`src/hw/rtl/lba_pkg.sv`:
```
// ============================================================================
// Linked block allocator package
// Types, operation codes, result status codes and configuration indexes
// that the allocator's modules share.
// ============================================================================
package lba_pkg;

    // Operation codes carried by an input item.
    localparam logic [1:0] OP_ADD  = 2'd0;
    localparam logic [1:0] OP_DEL  = 2'd1;
    localparam logic [1:0] OP_LINK = 2'd2;

    // Result status codes.
    localparam logic [2:0] ST_ALLOC = 3'd0;
    localparam logic [2:0] ST_PEND  = 3'd1;
    localparam logic [2:0] ST_DEL   = 3'd2;
    localparam logic [2:0] ST_IGN   = 3'd3;
    localparam logic [2:0] ST_FULL  = 3'd4;
    localparam logic [2:0] ST_LINK  = 3'd5;
    localparam logic [2:0] ST_DONE  = 3'd6;

    // File record states.
    localparam logic [1:0] FS_PENDING = 2'd0;
    localparam logic [1:0] FS_ALLOC   = 2'd1;
    localparam logic [1:0] FS_DELETED = 2'd2;

    // Configuration register indexes and reset values.
    localparam logic        CFG_BLOCK_BYTES   = 1'b0;
    localparam logic        CFG_BLOCKS_IN_USE = 1'b1;
    localparam logic [15:0] BB_RESET          = 16'd512;
    localparam logic [6:0]  BIU_RESET         = 7'd64;

    // Restoring divider: one quotient bit per step over a 25-bit dividend.
    localparam logic [4:0]  DIV_STEPS = 5'd25;

    // Datapath command codes.
    localparam logic [4:0] D_NOP    = 5'd0;
    localparam logic [4:0] D_CLR    = 5'd1;
    localparam logic [4:0] D_IDLE   = 5'd2;
    localparam logic [4:0] D_ADD    = 5'd3;
    localparam logic [4:0] D_LRD    = 5'd4;
    localparam logic [4:0] D_LEMIT  = 5'd5;
    localparam logic [4:0] D_DRD    = 5'd6;
    localparam logic [4:0] D_DBAD   = 5'd7;
    localparam logic [4:0] D_DSTART = 5'd8;
    localparam logic [4:0] D_WALK   = 5'd9;
    localparam logic [4:0] D_WNEXT  = 5'd10;
    localparam logic [4:0] D_DFIN   = 5'd11;
    localparam logic [4:0] D_PRD    = 5'd12;
    localparam logic [4:0] D_PSKIP  = 5'd13;
    localparam logic [4:0] D_DIVLD  = 5'd14;
    localparam logic [4:0] D_DIV    = 5'd15;
    localparam logic [4:0] D_SSTART = 5'd16;
    localparam logic [4:0] D_SRD    = 5'd17;
    localparam logic [4:0] D_SCHK   = 5'd18;
    localparam logic [4:0] D_PEMIT  = 5'd19;
    localparam logic [4:0] D_PDONE  = 5'd20;

    typedef struct packed {
        logic [1:0]  opcode;
        logic [23:0] file_bytes;
        logic [4:0]  file_id;
        logic [5:0]  block_index;
    } t_in;

    typedef struct packed {
        logic [4:0] result_file;
        logic [5:0] start_block;
        logic [5:0] end_block;
        logic [6:0] chain_blocks;
        logic [2:0] status;
        logic [6:0] free_left;
        logic [5:0] link_value;
        logic       last;
    } t_out;

    typedef struct packed {
        logic [4:0] op;
        logic       emit;
    } t_cmd;

    typedef struct packed {
        logic       clr_done;
        logic       in_fire;
        logic [1:0] in_op;
        logic       out_free;
        logic       file_ok;
        logic       zero_chain;
        logic       walk_last;
        logic       pass_end;
        logic       rec_pending;
        logic       div_done;
        logic       fits;
        logic       need_zero;
        logic       scan_free;
        logic       scan_last;
        logic       cfg_fmt;
    } t_stat;

endpackage

```
`src/hw/rtl/lba_ctrl.sv`:
```
// ============================================================================
// Linked block allocator controller
// State machine that sequences the datapath through clearing, adds, deletes,
// link reads and the retry pass.
// ============================================================================
module lba_ctrl (
    input  logic          i_clk,
    input  logic          i_rst_n,
    input  lba_pkg::t_stat i_stat,
    output lba_pkg::t_cmd  o_cmd
);
    import lba_pkg::*;

    localparam logic [4:0] S_CLEAR = 5'd0;
    localparam logic [4:0] S_IDLE  = 5'd1;
    localparam logic [4:0] S_ADD   = 5'd2;
    localparam logic [4:0] S_LRD   = 5'd3;
    localparam logic [4:0] S_LEMIT = 5'd4;
    localparam logic [4:0] S_DRD   = 5'd5;
    localparam logic [4:0] S_DCHK  = 5'd6;
    localparam logic [4:0] S_WALK  = 5'd7;
    localparam logic [4:0] S_WNEXT = 5'd8;
    localparam logic [4:0] S_DFIN  = 5'd9;
    localparam logic [4:0] S_PRD   = 5'd10;
    localparam logic [4:0] S_PCHK  = 5'd11;
    localparam logic [4:0] S_PDIV  = 5'd12;
    localparam logic [4:0] S_PFIT  = 5'd13;
    localparam logic [4:0] S_SRD   = 5'd14;
    localparam logic [4:0] S_SCHK  = 5'd15;
    localparam logic [4:0] S_PEMIT = 5'd16;
    localparam logic [4:0] S_PDONE = 5'd17;

    logic [4:0] r_state;
    logic [4:0] n_state;

    always_comb begin
        n_state     = r_state;
        o_cmd.op    = D_NOP;
        o_cmd.emit  = 1'b0;
        case (r_state)
            S_CLEAR: begin
                o_cmd.op = D_CLR;
                if (i_stat.clr_done) n_state = S_IDLE;
            end
            S_IDLE: begin
                o_cmd.op = D_IDLE;
                if (i_stat.in_fire) begin
                    case (i_stat.in_op)
                        OP_ADD:  n_state = S_ADD;
                        OP_DEL:  n_state = S_DRD;
                        OP_LINK: n_state = S_LRD;
                        default: n_state = S_IDLE;
                    endcase
                end
            end
            S_ADD: begin
                o_cmd.op   = D_ADD;
                o_cmd.emit = 1'b1;
                if (i_stat.out_free) n_state = S_PRD;
            end
            S_LRD: begin
                o_cmd.op = D_LRD;
                n_state  = S_LEMIT;
            end
            S_LEMIT: begin
                o_cmd.op   = D_LEMIT;
                o_cmd.emit = 1'b1;
                if (i_stat.out_free) n_state = S_IDLE;
            end
            S_DRD: begin
                o_cmd.op = D_DRD;
                n_state  = S_DCHK;
            end
            S_DCHK: begin
                if (!i_stat.file_ok) begin
                    o_cmd.op   = D_DBAD;
                    o_cmd.emit = 1'b1;
                    if (i_stat.out_free) n_state = S_PRD;
                end else begin
                    o_cmd.op = D_DSTART;
                    n_state  = i_stat.zero_chain ? S_DFIN : S_WALK;
                end
            end
            S_WALK: begin
                o_cmd.op = D_WALK;
                n_state  = S_WNEXT;
            end
            S_WNEXT: begin
                o_cmd.op = D_WNEXT;
                n_state  = i_stat.walk_last ? S_DFIN : S_WALK;
            end
            S_DFIN: begin
                o_cmd.op   = D_DFIN;
                o_cmd.emit = 1'b1;
                if (i_stat.out_free) n_state = S_PRD;
            end
            S_PRD: begin
                if (i_stat.pass_end) begin
                    n_state = S_PDONE;
                end else begin
                    o_cmd.op = D_PRD;
                    n_state  = S_PCHK;
                end
            end
            S_PCHK: begin
                if (!i_stat.rec_pending) begin
                    o_cmd.op = D_PSKIP;
                    n_state  = S_PRD;
                end else begin
                    o_cmd.op = D_DIVLD;
                    n_state  = S_PDIV;
                end
            end
            S_PDIV: begin
                o_cmd.op = D_DIV;
                if (i_stat.div_done) n_state = S_PFIT;
            end
            S_PFIT: begin
                if (!i_stat.fits) begin
                    o_cmd.op = D_PSKIP;
                    n_state  = S_PRD;
                end else begin
                    o_cmd.op = D_SSTART;
                    n_state  = i_stat.need_zero ? S_PEMIT : S_SRD;
                end
            end
            S_SRD: begin
                o_cmd.op = D_SRD;
                n_state  = S_SCHK;
            end
            S_SCHK: begin
                o_cmd.op = D_SCHK;
                n_state  = (i_stat.scan_free && i_stat.scan_last) ? S_PEMIT : S_SRD;
            end
            S_PEMIT: begin
                o_cmd.op   = D_PEMIT;
                o_cmd.emit = 1'b1;
                if (i_stat.out_free) n_state = S_PRD;
            end
            S_PDONE: begin
                o_cmd.op   = D_PDONE;
                o_cmd.emit = 1'b1;
                if (i_stat.out_free) n_state = S_IDLE;
            end
            default: begin
                n_state = S_CLEAR;
            end
        endcase
        // Reformatting restarts the clearing sweep from any state.
        if (i_stat.cfg_fmt) n_state = S_CLEAR;
    end

    always_ff @(posedge i_clk) begin
        if (!i_rst_n) begin
            r_state <= S_CLEAR;
        end else begin
            r_state <= n_state;
        end
    end

endmodule

```
`src/hw/rtl/lba_dpath.sv`:
```
// ============================================================================
// Linked block allocator datapath
// Block and file memories, counters, the block-count divider and the
// result register, all driven by controller commands.
// ============================================================================
module lba_dpath #(
    parameter int NUM_BLOCKS = 64,
    parameter int MAX_FILES  = 32
) (
    input  logic           i_clk,
    input  logic           i_rst_n,
    input  logic           i_cfg_we,
    input  logic           i_cfg_idx,
    input  logic [15:0]    i_cfg_data,
    input  logic           i_in_valid,
    output logic           o_in_stall,
    input  lba_pkg::t_in   i_in_data,
    output logic           o_out_valid,
    input  logic           i_out_stall,
    output lba_pkg::t_out  o_out_data,
    input  lba_pkg::t_cmd  i_cmd,
    output lba_pkg::t_stat o_stat
);
    import lba_pkg::*;

    localparam int BW  = $clog2(NUM_BLOCKS);
    localparam int CW  = $clog2(NUM_BLOCKS + 1);
    localparam int FAW = (MAX_FILES > 1) ? $clog2(MAX_FILES) : 1;
    localparam int FCW = $clog2(MAX_FILES + 1);
    localparam int NW  = (CW > 7) ? CW : 7;

    typedef struct packed {
        logic [23:0]   bytes;
        logic [1:0]    fstate;
        logic [BW-1:0] first;
        logic [BW-1:0] last;
        logic [CW-1:0] blocks;
    } t_rec;

    // Memories.
    logic          r_used_mem [NUM_BLOCKS];
    logic [BW-1:0] r_link_mem [NUM_BLOCKS];
    t_rec          r_file_mem [MAX_FILES];

    // Control registers.
    logic [15:0]    r_block_bytes;
    logic [6:0]     r_biu;
    logic [CW-1:0]  r_free;
    logic [FCW-1:0] r_file_count;
    logic [FCW-1:0] r_f;
    logic [BW-1:0]  r_h;
    logic [4:0]     r_dcnt;
    logic           r_out_valid;

    // Payload registers.
    t_in           r_item;
    t_out          r_out;
    t_rec          r_rec;
    logic          r_used_rd;
    logic [BW-1:0] r_link_rd;
    logic [BW-1:0] r_prev;
    logic [BW-1:0] r_cur;
    logic [BW-1:0] r_first;
    logic [CW-1:0] r_got;
    logic [CW-1:0] r_n;
    logic [24:0]   r_num;
    logic [15:0]   r_rem;

    logic           out_free;
    logic           go;
    logic           fire;
    logic           cfg_fmt;
    logic           full;
    logic           fid_ok;
    logic           bidx_ok;
    logic [15:0]    bb;
    logic [NW-1:0]  nb_w;
    logic [CW-1:0]  nb;
    logic [16:0]    trial;
    logic           trial_ge;
    t_out           nxt_out;

    logic           used_we, used_wd, used_re;
    logic [BW-1:0]  used_wa, used_ra;
    logic           link_we, link_re;
    logic [BW-1:0]  link_wa, link_wd, link_ra;
    logic           file_we, file_re;
    logic [FAW-1:0] file_wa, file_ra;
    t_rec           file_wd;

    assign out_free   = !r_out_valid || !i_out_stall;
    assign go         = i_cmd.emit && out_free;
    assign fire       = (i_cmd.op == D_IDLE) && i_in_valid;
    assign o_in_stall = (i_cmd.op != D_IDLE);
    assign cfg_fmt    = i_cfg_we && (i_cfg_idx == CFG_BLOCKS_IN_USE);
    assign full       = int'(r_file_count) >= MAX_FILES;
    assign fid_ok     = (int'(r_item.file_id) < int'(r_file_count))
                     && (int'(r_item.file_id) < MAX_FILES);
    assign bidx_ok    = int'(r_item.block_index) < NUM_BLOCKS;
    assign bb         = (r_block_bytes == 16'd0) ? 16'd1 : r_block_bytes;
    assign nb_w       = (NW'(r_biu) < NW'(NUM_BLOCKS)) ? NW'(r_biu) : NW'(NUM_BLOCKS);
    assign nb         = CW'(nb_w);
    assign trial      = {r_rem, r_num[24]};
    assign trial_ge   = trial >= {1'b0, bb};

    assign o_stat.clr_done    = (r_h == BW'(NUM_BLOCKS - 1));
    assign o_stat.in_fire     = fire;
    assign o_stat.in_op       = i_in_data.opcode;
    assign o_stat.out_free    = out_free;
    assign o_stat.file_ok     = fid_ok && (r_rec.fstate == FS_ALLOC);
    assign o_stat.zero_chain  = (r_rec.blocks == '0);
    assign o_stat.walk_last   = (r_n == r_rec.blocks);
    assign o_stat.pass_end    = (r_f >= r_file_count);
    assign o_stat.rec_pending = (r_rec.fstate == FS_PENDING);
    assign o_stat.div_done    = (r_dcnt == 5'd0);
    assign o_stat.fits        = (r_num <= 25'(r_free));
    assign o_stat.need_zero   = (r_num == 25'd0);
    assign o_stat.scan_free   = !r_used_rd;
    assign o_stat.scan_last   = ((25'(r_got) + 25'd1) == r_num);
    assign o_stat.cfg_fmt     = cfg_fmt;

    assign o_out_valid = r_out_valid;
    assign o_out_data  = r_out;

    // Memory port selection.
    always_comb begin
        used_we = 1'b0;  used_wa = r_h;  used_wd = 1'b0;
        used_re = 1'b0;  used_ra = r_h;
        link_we = 1'b0;  link_wa = r_h;  link_wd = '0;
        link_re = 1'b0;  link_ra = r_cur;
        file_we = 1'b0;  file_wa = FAW'(r_f);  file_wd = r_rec;
        file_re = 1'b0;  file_ra = FAW'(r_f);
        case (i_cmd.op)
            D_CLR: begin
                used_we = 1'b1;
                link_we = 1'b1;
            end
            D_ADD: begin
                file_we = go && !full;
                file_wa = FAW'(r_file_count);
                file_wd = '{bytes: r_item.file_bytes, fstate: FS_PENDING,
                            first: '0, last: '0, blocks: '0};
            end
            D_LRD: begin
                link_re = 1'b1;
                link_ra = BW'(r_item.block_index);
            end
            D_DRD: begin
                file_re = 1'b1;
                file_ra = FAW'(r_item.file_id);
            end
            D_WALK: begin
                used_we = 1'b1;
                used_wa = r_cur;
                link_re = 1'b1;
            end
            D_DFIN: begin
                file_we        = go;
                file_wa        = FAW'(r_item.file_id);
                file_wd.fstate = FS_DELETED;
            end
            D_PRD: begin
                file_re = 1'b1;
            end
            D_SRD: begin
                used_re = 1'b1;
            end
            D_SCHK: begin
                used_we = !r_used_rd;
                used_wd = 1'b1;
                link_we = !r_used_rd && (r_got != '0);
                link_wa = r_prev;
                link_wd = r_h;
            end
            D_PEMIT: begin
                file_we = go;
                file_wd = '{bytes: r_rec.bytes, fstate: FS_ALLOC,
                            first: r_first, last: r_prev, blocks: r_got};
            end
            default: begin
            end
        endcase
    end

    always_ff @(posedge i_clk) begin
        if (used_we) r_used_mem[used_wa] <= used_wd;
        if (used_re) r_used_rd <= r_used_mem[used_ra];
    end

    always_ff @(posedge i_clk) begin
        if (link_we) r_link_mem[link_wa] <= link_wd;
        if (link_re) r_link_rd <= r_link_mem[link_ra];
    end

    always_ff @(posedge i_clk) begin
        if (file_we) r_file_mem[file_wa] <= file_wd;
        if (file_re) r_rec <= r_file_mem[file_ra];
    end

    // Next result.
    always_comb begin
        nxt_out           = '0;
        nxt_out.free_left = 7'(r_free);
        case (i_cmd.op)
            D_ADD: begin
                if (full) begin
                    nxt_out.status = ST_FULL;
                end else begin
                    nxt_out.status      = ST_PEND;
                    nxt_out.result_file = 5'(r_file_count);
                end
            end
            D_LEMIT: begin
                nxt_out.status     = ST_LINK;
                nxt_out.link_value = bidx_ok ? 6'(r_link_rd) : 6'd0;
                nxt_out.last       = 1'b1;
            end
            D_DBAD: begin
                nxt_out.status      = ST_IGN;
                nxt_out.result_file = r_item.file_id;
            end
            D_DFIN: begin
                nxt_out.status      = ST_DEL;
                nxt_out.result_file = r_item.file_id;
            end
            D_PEMIT: begin
                nxt_out.status       = ST_ALLOC;
                nxt_out.result_file  = 5'(r_f);
                nxt_out.start_block  = 6'(r_first);
                nxt_out.end_block    = 6'(r_prev);
                nxt_out.chain_blocks = 7'(r_got);
            end
            D_PDONE: begin
                nxt_out.status = ST_DONE;
                nxt_out.last   = 1'b1;
            end
            default: begin
            end
        endcase
    end

    // Control registers.
    always_ff @(posedge i_clk) begin
        if (!i_rst_n) begin
            r_block_bytes <= BB_RESET;
            r_biu         <= BIU_RESET;
            r_free        <= '0;
            r_file_count  <= '0;
            r_f           <= '0;
            r_h           <= '0;
            r_dcnt        <= '0;
            r_out_valid   <= 1'b0;
        end else begin
            if (i_cfg_we) begin
                if (i_cfg_idx == CFG_BLOCK_BYTES) begin
                    r_block_bytes <= i_cfg_data;
                end else begin
                    r_biu <= i_cfg_data[6:0];
                end
            end
            if (go) begin
                r_out_valid <= 1'b1;
            end else if (!i_out_stall) begin
                r_out_valid <= 1'b0;
            end
            if (cfg_fmt) begin
                r_h          <= '0;
                r_file_count <= '0;
            end else begin
                case (i_cmd.op)
                    D_CLR: begin
                        if (o_stat.clr_done) begin
                            r_h    <= '0;
                            r_free <= nb;
                        end else begin
                            r_h <= r_h + 1'b1;
                        end
                    end
                    D_ADD: begin
                        if (go) begin
                            if (!full) r_file_count <= r_file_count + 1'b1;
                            r_f <= '0;
                        end
                    end
                    D_DBAD, D_DFIN: begin
                        if (go) r_f <= '0;
                    end
                    D_WALK: begin
                        r_free <= r_free + 1'b1;
                    end
                    D_PSKIP: begin
                        r_f <= r_f + 1'b1;
                    end
                    D_DIVLD: begin
                        r_dcnt <= DIV_STEPS;
                    end
                    D_DIV: begin
                        if (r_dcnt != 5'd0) r_dcnt <= r_dcnt - 1'b1;
                    end
                    D_SSTART: begin
                        r_h <= '0;
                    end
                    D_SCHK: begin
                        r_h <= r_h + 1'b1;
                        if (!r_used_rd) r_free <= r_free - 1'b1;
                    end
                    D_PEMIT: begin
                        if (go) r_f <= r_f + 1'b1;
                    end
                    default: begin
                    end
                endcase
            end
        end
    end

    // Payload registers.
    always_ff @(posedge i_clk) begin
        if (fire) r_item <= i_in_data;
        if (go) r_out <= nxt_out;
        case (i_cmd.op)
            D_DSTART: begin
                r_cur <= r_rec.first;
                r_n   <= '0;
            end
            D_WALK: begin
                r_n <= r_n + 1'b1;
            end
            D_WNEXT: begin
                r_cur <= r_link_rd;
            end
            D_DIVLD: begin
                r_num <= 25'(r_rec.bytes) + 25'(bb) - 25'd1;
                r_rem <= '0;
            end
            D_DIV: begin
                if (r_dcnt != 5'd0) begin
                    r_num <= {r_num[23:0], trial_ge};
                    r_rem <= trial_ge ? 16'(trial - {1'b0, bb}) : trial[15:0];
                end
            end
            D_SSTART: begin
                r_got   <= '0;
                r_first <= '0;
                r_prev  <= '0;
            end
            D_SCHK: begin
                if (!r_used_rd) begin
                    if (r_got == '0) r_first <= r_h;
                    r_prev <= r_h;
                    r_got  <= r_got + 1'b1;
                end
            end
            default: begin
            end
        endcase
    end

endmodule

```
`src/hw/rtl/linked_block_allocator_unit.sv`:
```
// ============================================================================
// Linked block allocator
// Top level: controller and datapath of a linked disk-block allocator.
// ============================================================================
// The unit handles one operation at a time. After reset, and after every
// write of the blocks_in_use register, it sweeps the block memories and
// accepts no transfer meanwhile. A link read loads the link memory entry
// into a register and then loads the result register. An add or a delete,
// a delete after walking the freed chain block by block, is followed by the
// retry pass over every recorded file: a file that is not pending is
// skipped, a pending file goes through the 25-step block-count divider, and
// one that fits is allocated by a free-block search that restarts at block
// 0 for every file and reads the block memory one entry at a time. Each
// result is held in an output register, so the next result is prepared
// while one is waiting to be taken; a stall on the output holds the
// sequencer only when a second result is ready. Configuration is written
// through a plain write port and must only be written while idle.
module linked_block_allocator_unit #(
    parameter int NUM_BLOCKS = 64,
    parameter int MAX_FILES  = 32
) (
    input  logic          i_clk,
    input  logic          i_rst_n,
    input  logic          i_cfg_we,
    input  logic          i_cfg_idx,
    input  logic [15:0]   i_cfg_data,
    input  logic          i_in_valid,
    output logic          o_in_stall,
    input  lba_pkg::t_in  i_in_data,
    output logic          o_out_valid,
    input  logic          i_out_stall,
    output lba_pkg::t_out o_out_data
);
    import lba_pkg::*;

    // Commands from the state machine and status back from the datapath.
    t_cmd  cmd;
    t_stat stat;

    lba_ctrl u_ctrl (
        .i_clk   (i_clk),
        .i_rst_n (i_rst_n),
        .i_stat  (stat),
        .o_cmd   (cmd)
    );

    // The datapath owns the memories, the divider and the result register.
    lba_dpath #(
        .NUM_BLOCKS (NUM_BLOCKS),
        .MAX_FILES  (MAX_FILES)
    ) u_dpath (
        .i_clk       (i_clk),
        .i_rst_n     (i_rst_n),
        .i_cfg_we    (i_cfg_we),
        .i_cfg_idx   (i_cfg_idx),
        .i_cfg_data  (i_cfg_data),
        .i_in_valid  (i_in_valid),
        .o_in_stall  (o_in_stall),
        .i_in_data   (i_in_data),
        .o_out_valid (o_out_valid),
        .i_out_stall (i_out_stall),
        .o_out_data  (o_out_data),
        .i_cmd       (cmd),
        .o_stat      (stat)
    );

endmodule

```
`config.mk`:
```
export PLATFORM = sky130hd
export DESIGN_NAME = linked_block_allocator_unit
export DESIGN_NICKNAME = d
export VERILOG_FILES = /design/src/hw/rtl/lba_pkg.sv /design/src/hw/rtl/lba_ctrl.sv /design/src/hw/rtl/lba_dpath.sv /design/src/hw/rtl/linked_block_allocator_unit.sv
export SDC_FILE = /design/constraint.sdc
export NUM_CORES = 2
export LEC_CHECK = 0
export ABC_AREA = 1
export BUFFER_PORTS_ARGS = -buffer_cell sky130_fd_sc_hd__buf_2
export CAP_MARGIN = 20
export CORE_MARGIN = 2
export CORE_UTILIZATION = 55
export DETAILED_ROUTE_END_ITERATION = 8
export PLACE_DENSITY = 0.7
export REMOVE_ABC_BUFFERS = 1
export SLEW_MARGIN = 15
export SYNTH_ARGS = -nofsm -noshare
export SYNTH_HDL_FRONTEND = slang
export SYNTH_SLANG_ARGS = --single-unit
```
`constraint.sdc`:
```
create_clock -name i_clk -period 13 [get_ports i_clk]
set_clock_uncertainty 0.2 [all_clocks]
set_input_delay 1.3 -clock i_clk [delete_from_list [all_inputs] [get_ports i_clk]]
set_output_delay 1.3 -clock i_clk [all_outputs]
set_load 0.05 [all_outputs]
```
==> results.txt <==
----------------------------------------------------
[Worst setup path]
  Crit. path cell count ... 9
  Sort of element at the start of the critical path ... register
  Setup crit end kind ... register
  Reg2Reg Depth ... 9
  Max FO, Critical Path ... 32
  Cells along the critical path ... inv_1 -> nor2_1 -> nand3_4 -> nand2_1 -> inv_1 -> a221oi_1 -> nand3_1 -> nor2_4 -> buf_4
  Largest stage delay on the critical path ... ~1 ns
  Critical Setup Path Class ... reg -> reg
  Timing startpoint of the critical path ... u_ctrl.r_state[1]
  Crit path required time ... roughly 13 ns
  Cell type of the slowest stage on the worst timing path ... sky130_fd_sc_hd__nand3_1
  Sum of buffers and inverters on the critical path ... 3
  Most repeated library cell on the critical path ... sky130_fd_sc_hd__inv_1
  Worst r2r src ... u_ctrl.r_state[1]
  Critical Path AT ... 6.31 ns
  Family with the most delay on the worst path ... simple AND/OR/NAND/NOR gates

[Synth]
  Synth Instances ... 6696
  Post-synthesis instance area ... around 80000 sq um
  Number of storage elements in the synthesis netlist ... slightly below 2000
  Most used flip-flop cell after synthesis ... sky130_fd_sc_hd__edfxtp_1
  Synth unique cells ... between 50 and 60
  Synth Area per Inst ... 12.3 sq um
  Ys async rst share ... 0
  Number of synthesized flops with an enable pin ... approximately 1900
  Number of warnings reported in the yosys synthesis log ... 0
  Post-synthesis sequential area ratio ... 0.705

[Hold path]
  Number of stages on the worst hold path ... 1
  Startpoint of the most critical hold path ... u_dpath.r_dcnt[0]
  Path type of the worst min-delay path ... reg -> reg

[GRT]
  Global-route wire length before repair ... between 300 and 400 mm
  Maximum number of pins on one net before global-route repair ... 241
  Met2 global-route usage ... 0.458
  Met3 demand-to-capacity share in global routing ... 0.0602
  Global-route usage over all layers ... 0.291
  Number of antenna violations at the first check in global routing ... 8
  Overall overflow remaining after global route ... 0
  Met1 usage in global routing ... 0.410
  Vias in the first global route ... between 50000 and 60000
  Global-route layer with the greatest usage ... met2

[Drt]
  Number of antenna-violating nets in the routed design ... 0
  Number of iterations in the first detailed-routing pass ... 6
  Final wirelength ... approximately 230 mm
  Vias per inst ... around 6.3
  First DRT Iteration DRCs ... 7009
  DR DRC count ... 0
  Via count ... between 50000 and 60000
  Wire per inst ... 25.6 microns

[Floorplan]
  Starting Density ... 0.555
  Area enclosed by the die boundary ... 153000 sq um
  Width of the chip ... about 400 microns
  Die height ... between 300 and 400 microns
  Placeable core region ... ~150000 sq um
  Row count ... 141
  Io pins ... 102

[Clock network]
  Hold-fix buffers at CTS ... 0
  CTS tree ... done
  Total number of clock tree sinks ... roughly 2000
  Root Buffer Master ... sky130_fd_sc_hd__clkbuf_16
  Setup fix buffers added after clock tree synthesis ... 0
  Number of gates resized after cts ... 0
  Number of buffers created by CTS ... around 190
  H-tree levels ... 4
  Clock insertion delay at the later pin of the skew report ... ~0.84 ns
  Reg clk slew, reported paths ... ~0.07 ns
  Buffers from clock root to sink, at most ... 3

[Final layout]
  Post-layout nets ... slightly below 7000
  Area overhead of the layout relative to synthesis ... 10.6%
  Most frequent cells in the layout ... sky130_fd_sc_hd__edfxtp_1 (1891), sky130_fd_sc_hd__nand2_1 (819), sky130_fd_sc_hd__nor2_1 (765)
  Most common cell after layout, fill and taps aside ... sky130_fd_sc_hd__edfxtp_1
  Fraction of layout cells with a size suffix above 1 ... 0.104

[Pwr]
  Net switching power figure ... 3.05 mW
  Clock share of power ... 0.412
  Relative contribution of sequential cells to total power ... 0.527
  Static Leak ... 30.2 nW
  Final Total Pwr ... ~13 mW
  Proportion of power drawn by combinational gates ... 0.060
  Power density of the placed cells ... about 150 nW/um^2
  Internal power of the cells ... 10.2 mW
  Switch share ... 0.231
  IR drop worst, VDD ... between 0.0001 and 0.00015 V

[Timing]
  RSZ-0062 raised after global routing ... false
  Worst-margin pin slew ... approximately 1.2 ns
  Achievable frequency ... about 170 MHz
  Final count of hold timing violations ... 0
  Total count of max-transition violations in the final report ... 0
  Share of the clock period used by the worst path ... 0.465
  Count of final setup violators ... 0
  Post-route minimum period ... about 6 ns
  Final critical-path setup slack ... 6.96 ns
  Max transition margin ... 0.199

[Placement]
  Post-DP HPWL ... 126 mm
  Worst slack, placed ... 7.35 ns
  Port Buf Inserts ... approximately 100
  Routability congestion estimate from global placement ... 0.891

[Status]
  Result of the run ... complete, no violations

[Run]
  Maximum capacitance violations ... 0

----------------------------------------------------
[metrics by stage]
| stage | instances | area (sq um) | TNS, ns | util | hold slack (ns) |
|---|---|---|---|---|---|
| after global placement | 8444 | 84700 | 0 | 0.572 | 0.253 |
| after floorplan | 6305 | 80400 | -99.59 | - | 0.231 |
| after global routing | 8800 | 90900 | 0 | 0.614 | 0.309 |
| final | 8800 | 90900 | 0 | 0.614 | 0.269 |
| after detailed placement | 8444 | 84800 | 0 | 0.573 | 0.268 |
| after CTS | 8799 | 90900 | 0 | 0.614 | 0.277 |
[final timing paths]
path | end | slack, ns
min | u_dpath.r_dcnt[0] | 0.27
max | u_dpath.r_file_mem[16][39] | 6.96
min reg2reg | u_dpath.r_dcnt[0] | 0.27
max reg2reg | u_dpath.r_file_mem[16][39] | 6.96
[area by class of cell]
type	count	area [sq um]
Sequential cell	1950	58000
Fill cell	11300	57100
Multi-Input combinational cell	4042	21800
Clock buffer	251	5150
Tap cell	1930	2410
Timing Repair Buffer	209	1340
Inverter	313	1200
Clock inverter	104	1040
Antenna cell	1	2.50
[cells by family (layout without fill, tap and decap cells)]
family                   after synthesis  after routing  synth area share
flip-flops                          1950           1950             0.705
AND/OR/NAND/NOR                     2206           2206             0.113
buffers and inverters                704            877            0.0359
AO/OA/AOI/OAI                       1700           1700             0.127
XOR/XNOR                              47             47           0.00501
adder cells (fa/ha/maj)               89             89            0.0138
other                                  0              1                 0
[worst register-to-register path, delay by kind of cell (launching register included)]
kind / cells / cell delay [ns]
AND/OR/NAND/NOR: 5 / 3.34
AO/OA/AOI/OAI: 1 / 1.00
buffers and inverters: 3 / 0.74
flip-flops: 1 / 0.37
[routing by layer]
layer  share of wire  routed length (microns)
met2            0.47                   105000
met5         0.00021                       48
met3            0.10                    23600
met4           0.028                     6380
met1            0.40                    90100
[power by group through the flow]
| stage | Clock (mW) | Combinational (mW) | Sequential, mW |
|---|---|---|---|
| after floorplan | 0 | 0.441 | 7.16 |
| after global placement | 0 | 0.773 | 7.11 |
| after detailed placement | 0 | 0.784 | 7.11 |
| after CTS | 5.50 | 0.787 | 6.98 |
| after global routing | 5.74 | 0.865 | 6.98 |
| final | 5.46 | 0.795 | 6.98 |
[registers in the layout, summed over array words and instances (netlist names), 16 cells and up]
| signal | flops |
|---|---|
| u_dpath.r_block_bytes | 16 |
| u_dpath.r_used_mem | 64 |
| u_dpath.r_num | 25 |
| u_dpath.r_file_mem | 1248 |
| u_dpath.r_rem | 16 |
| u_dpath.r_item | 35 |
| u_dpath.r_rec | 39 |
| u_dpath.o_out_data | 41 |
| u_dpath.r_link_mem | 384 |
[cells in the mapped netlist (10+ instances only)]
master / count / area share
sky130_fd_sc_hd__ha_1: 86 / 0.013
sky130_fd_sc_hd__dfxtp_1: 59 / 0.014
sky130_fd_sc_hd__xor2_1: 31 / 0.0033
sky130_fd_sc_hd__buf_1: 18 / 0.00082
sky130_fd_sc_hd__o21bai_1: 170 / 0.016
sky130_fd_sc_hd__xnor2_1: 16 / 0.0017
sky130_fd_sc_hd__o22ai_1: 19 / 0.0014
sky130_fd_sc_hd__buf_2: 159 / 0.0097
sky130_fd_sc_hd__nand2_1: 822 / 0.038
sky130_fd_sc_hd__or2_2: 132 / 0.010
sky130_fd_sc_hd__nand4_1: 36 / 0.0027
sky130_fd_sc_hd__o21ai_0: 696 / 0.042
sky130_fd_sc_hd__edfxtp_1: 1891 / 0.69
sky130_fd_sc_hd__nand3_1: 354 / 0.022
sky130_fd_sc_hd__o221ai_1: 51 / 0.0054
sky130_fd_sc_hd__nor2_1: 804 / 0.037
sky130_fd_sc_hd__inv_1: 303 / 0.014
sky130_fd_sc_hd__o211ai_1: 463 / 0.042
sky130_fd_sc_hd__nor3_1: 34 / 0.0021
sky130_fd_sc_hd__buf_6: 10 / 0.0014
sky130_fd_sc_hd__clkbuf_1: 194 / 0.0089
sky130_fd_sc_hd__o21ai_1: 96 / 0.0058
sky130_fd_sc_hd__a21oi_1: 157 / 0.0096
Note: power is estimated with default switching activity, not from simulation.
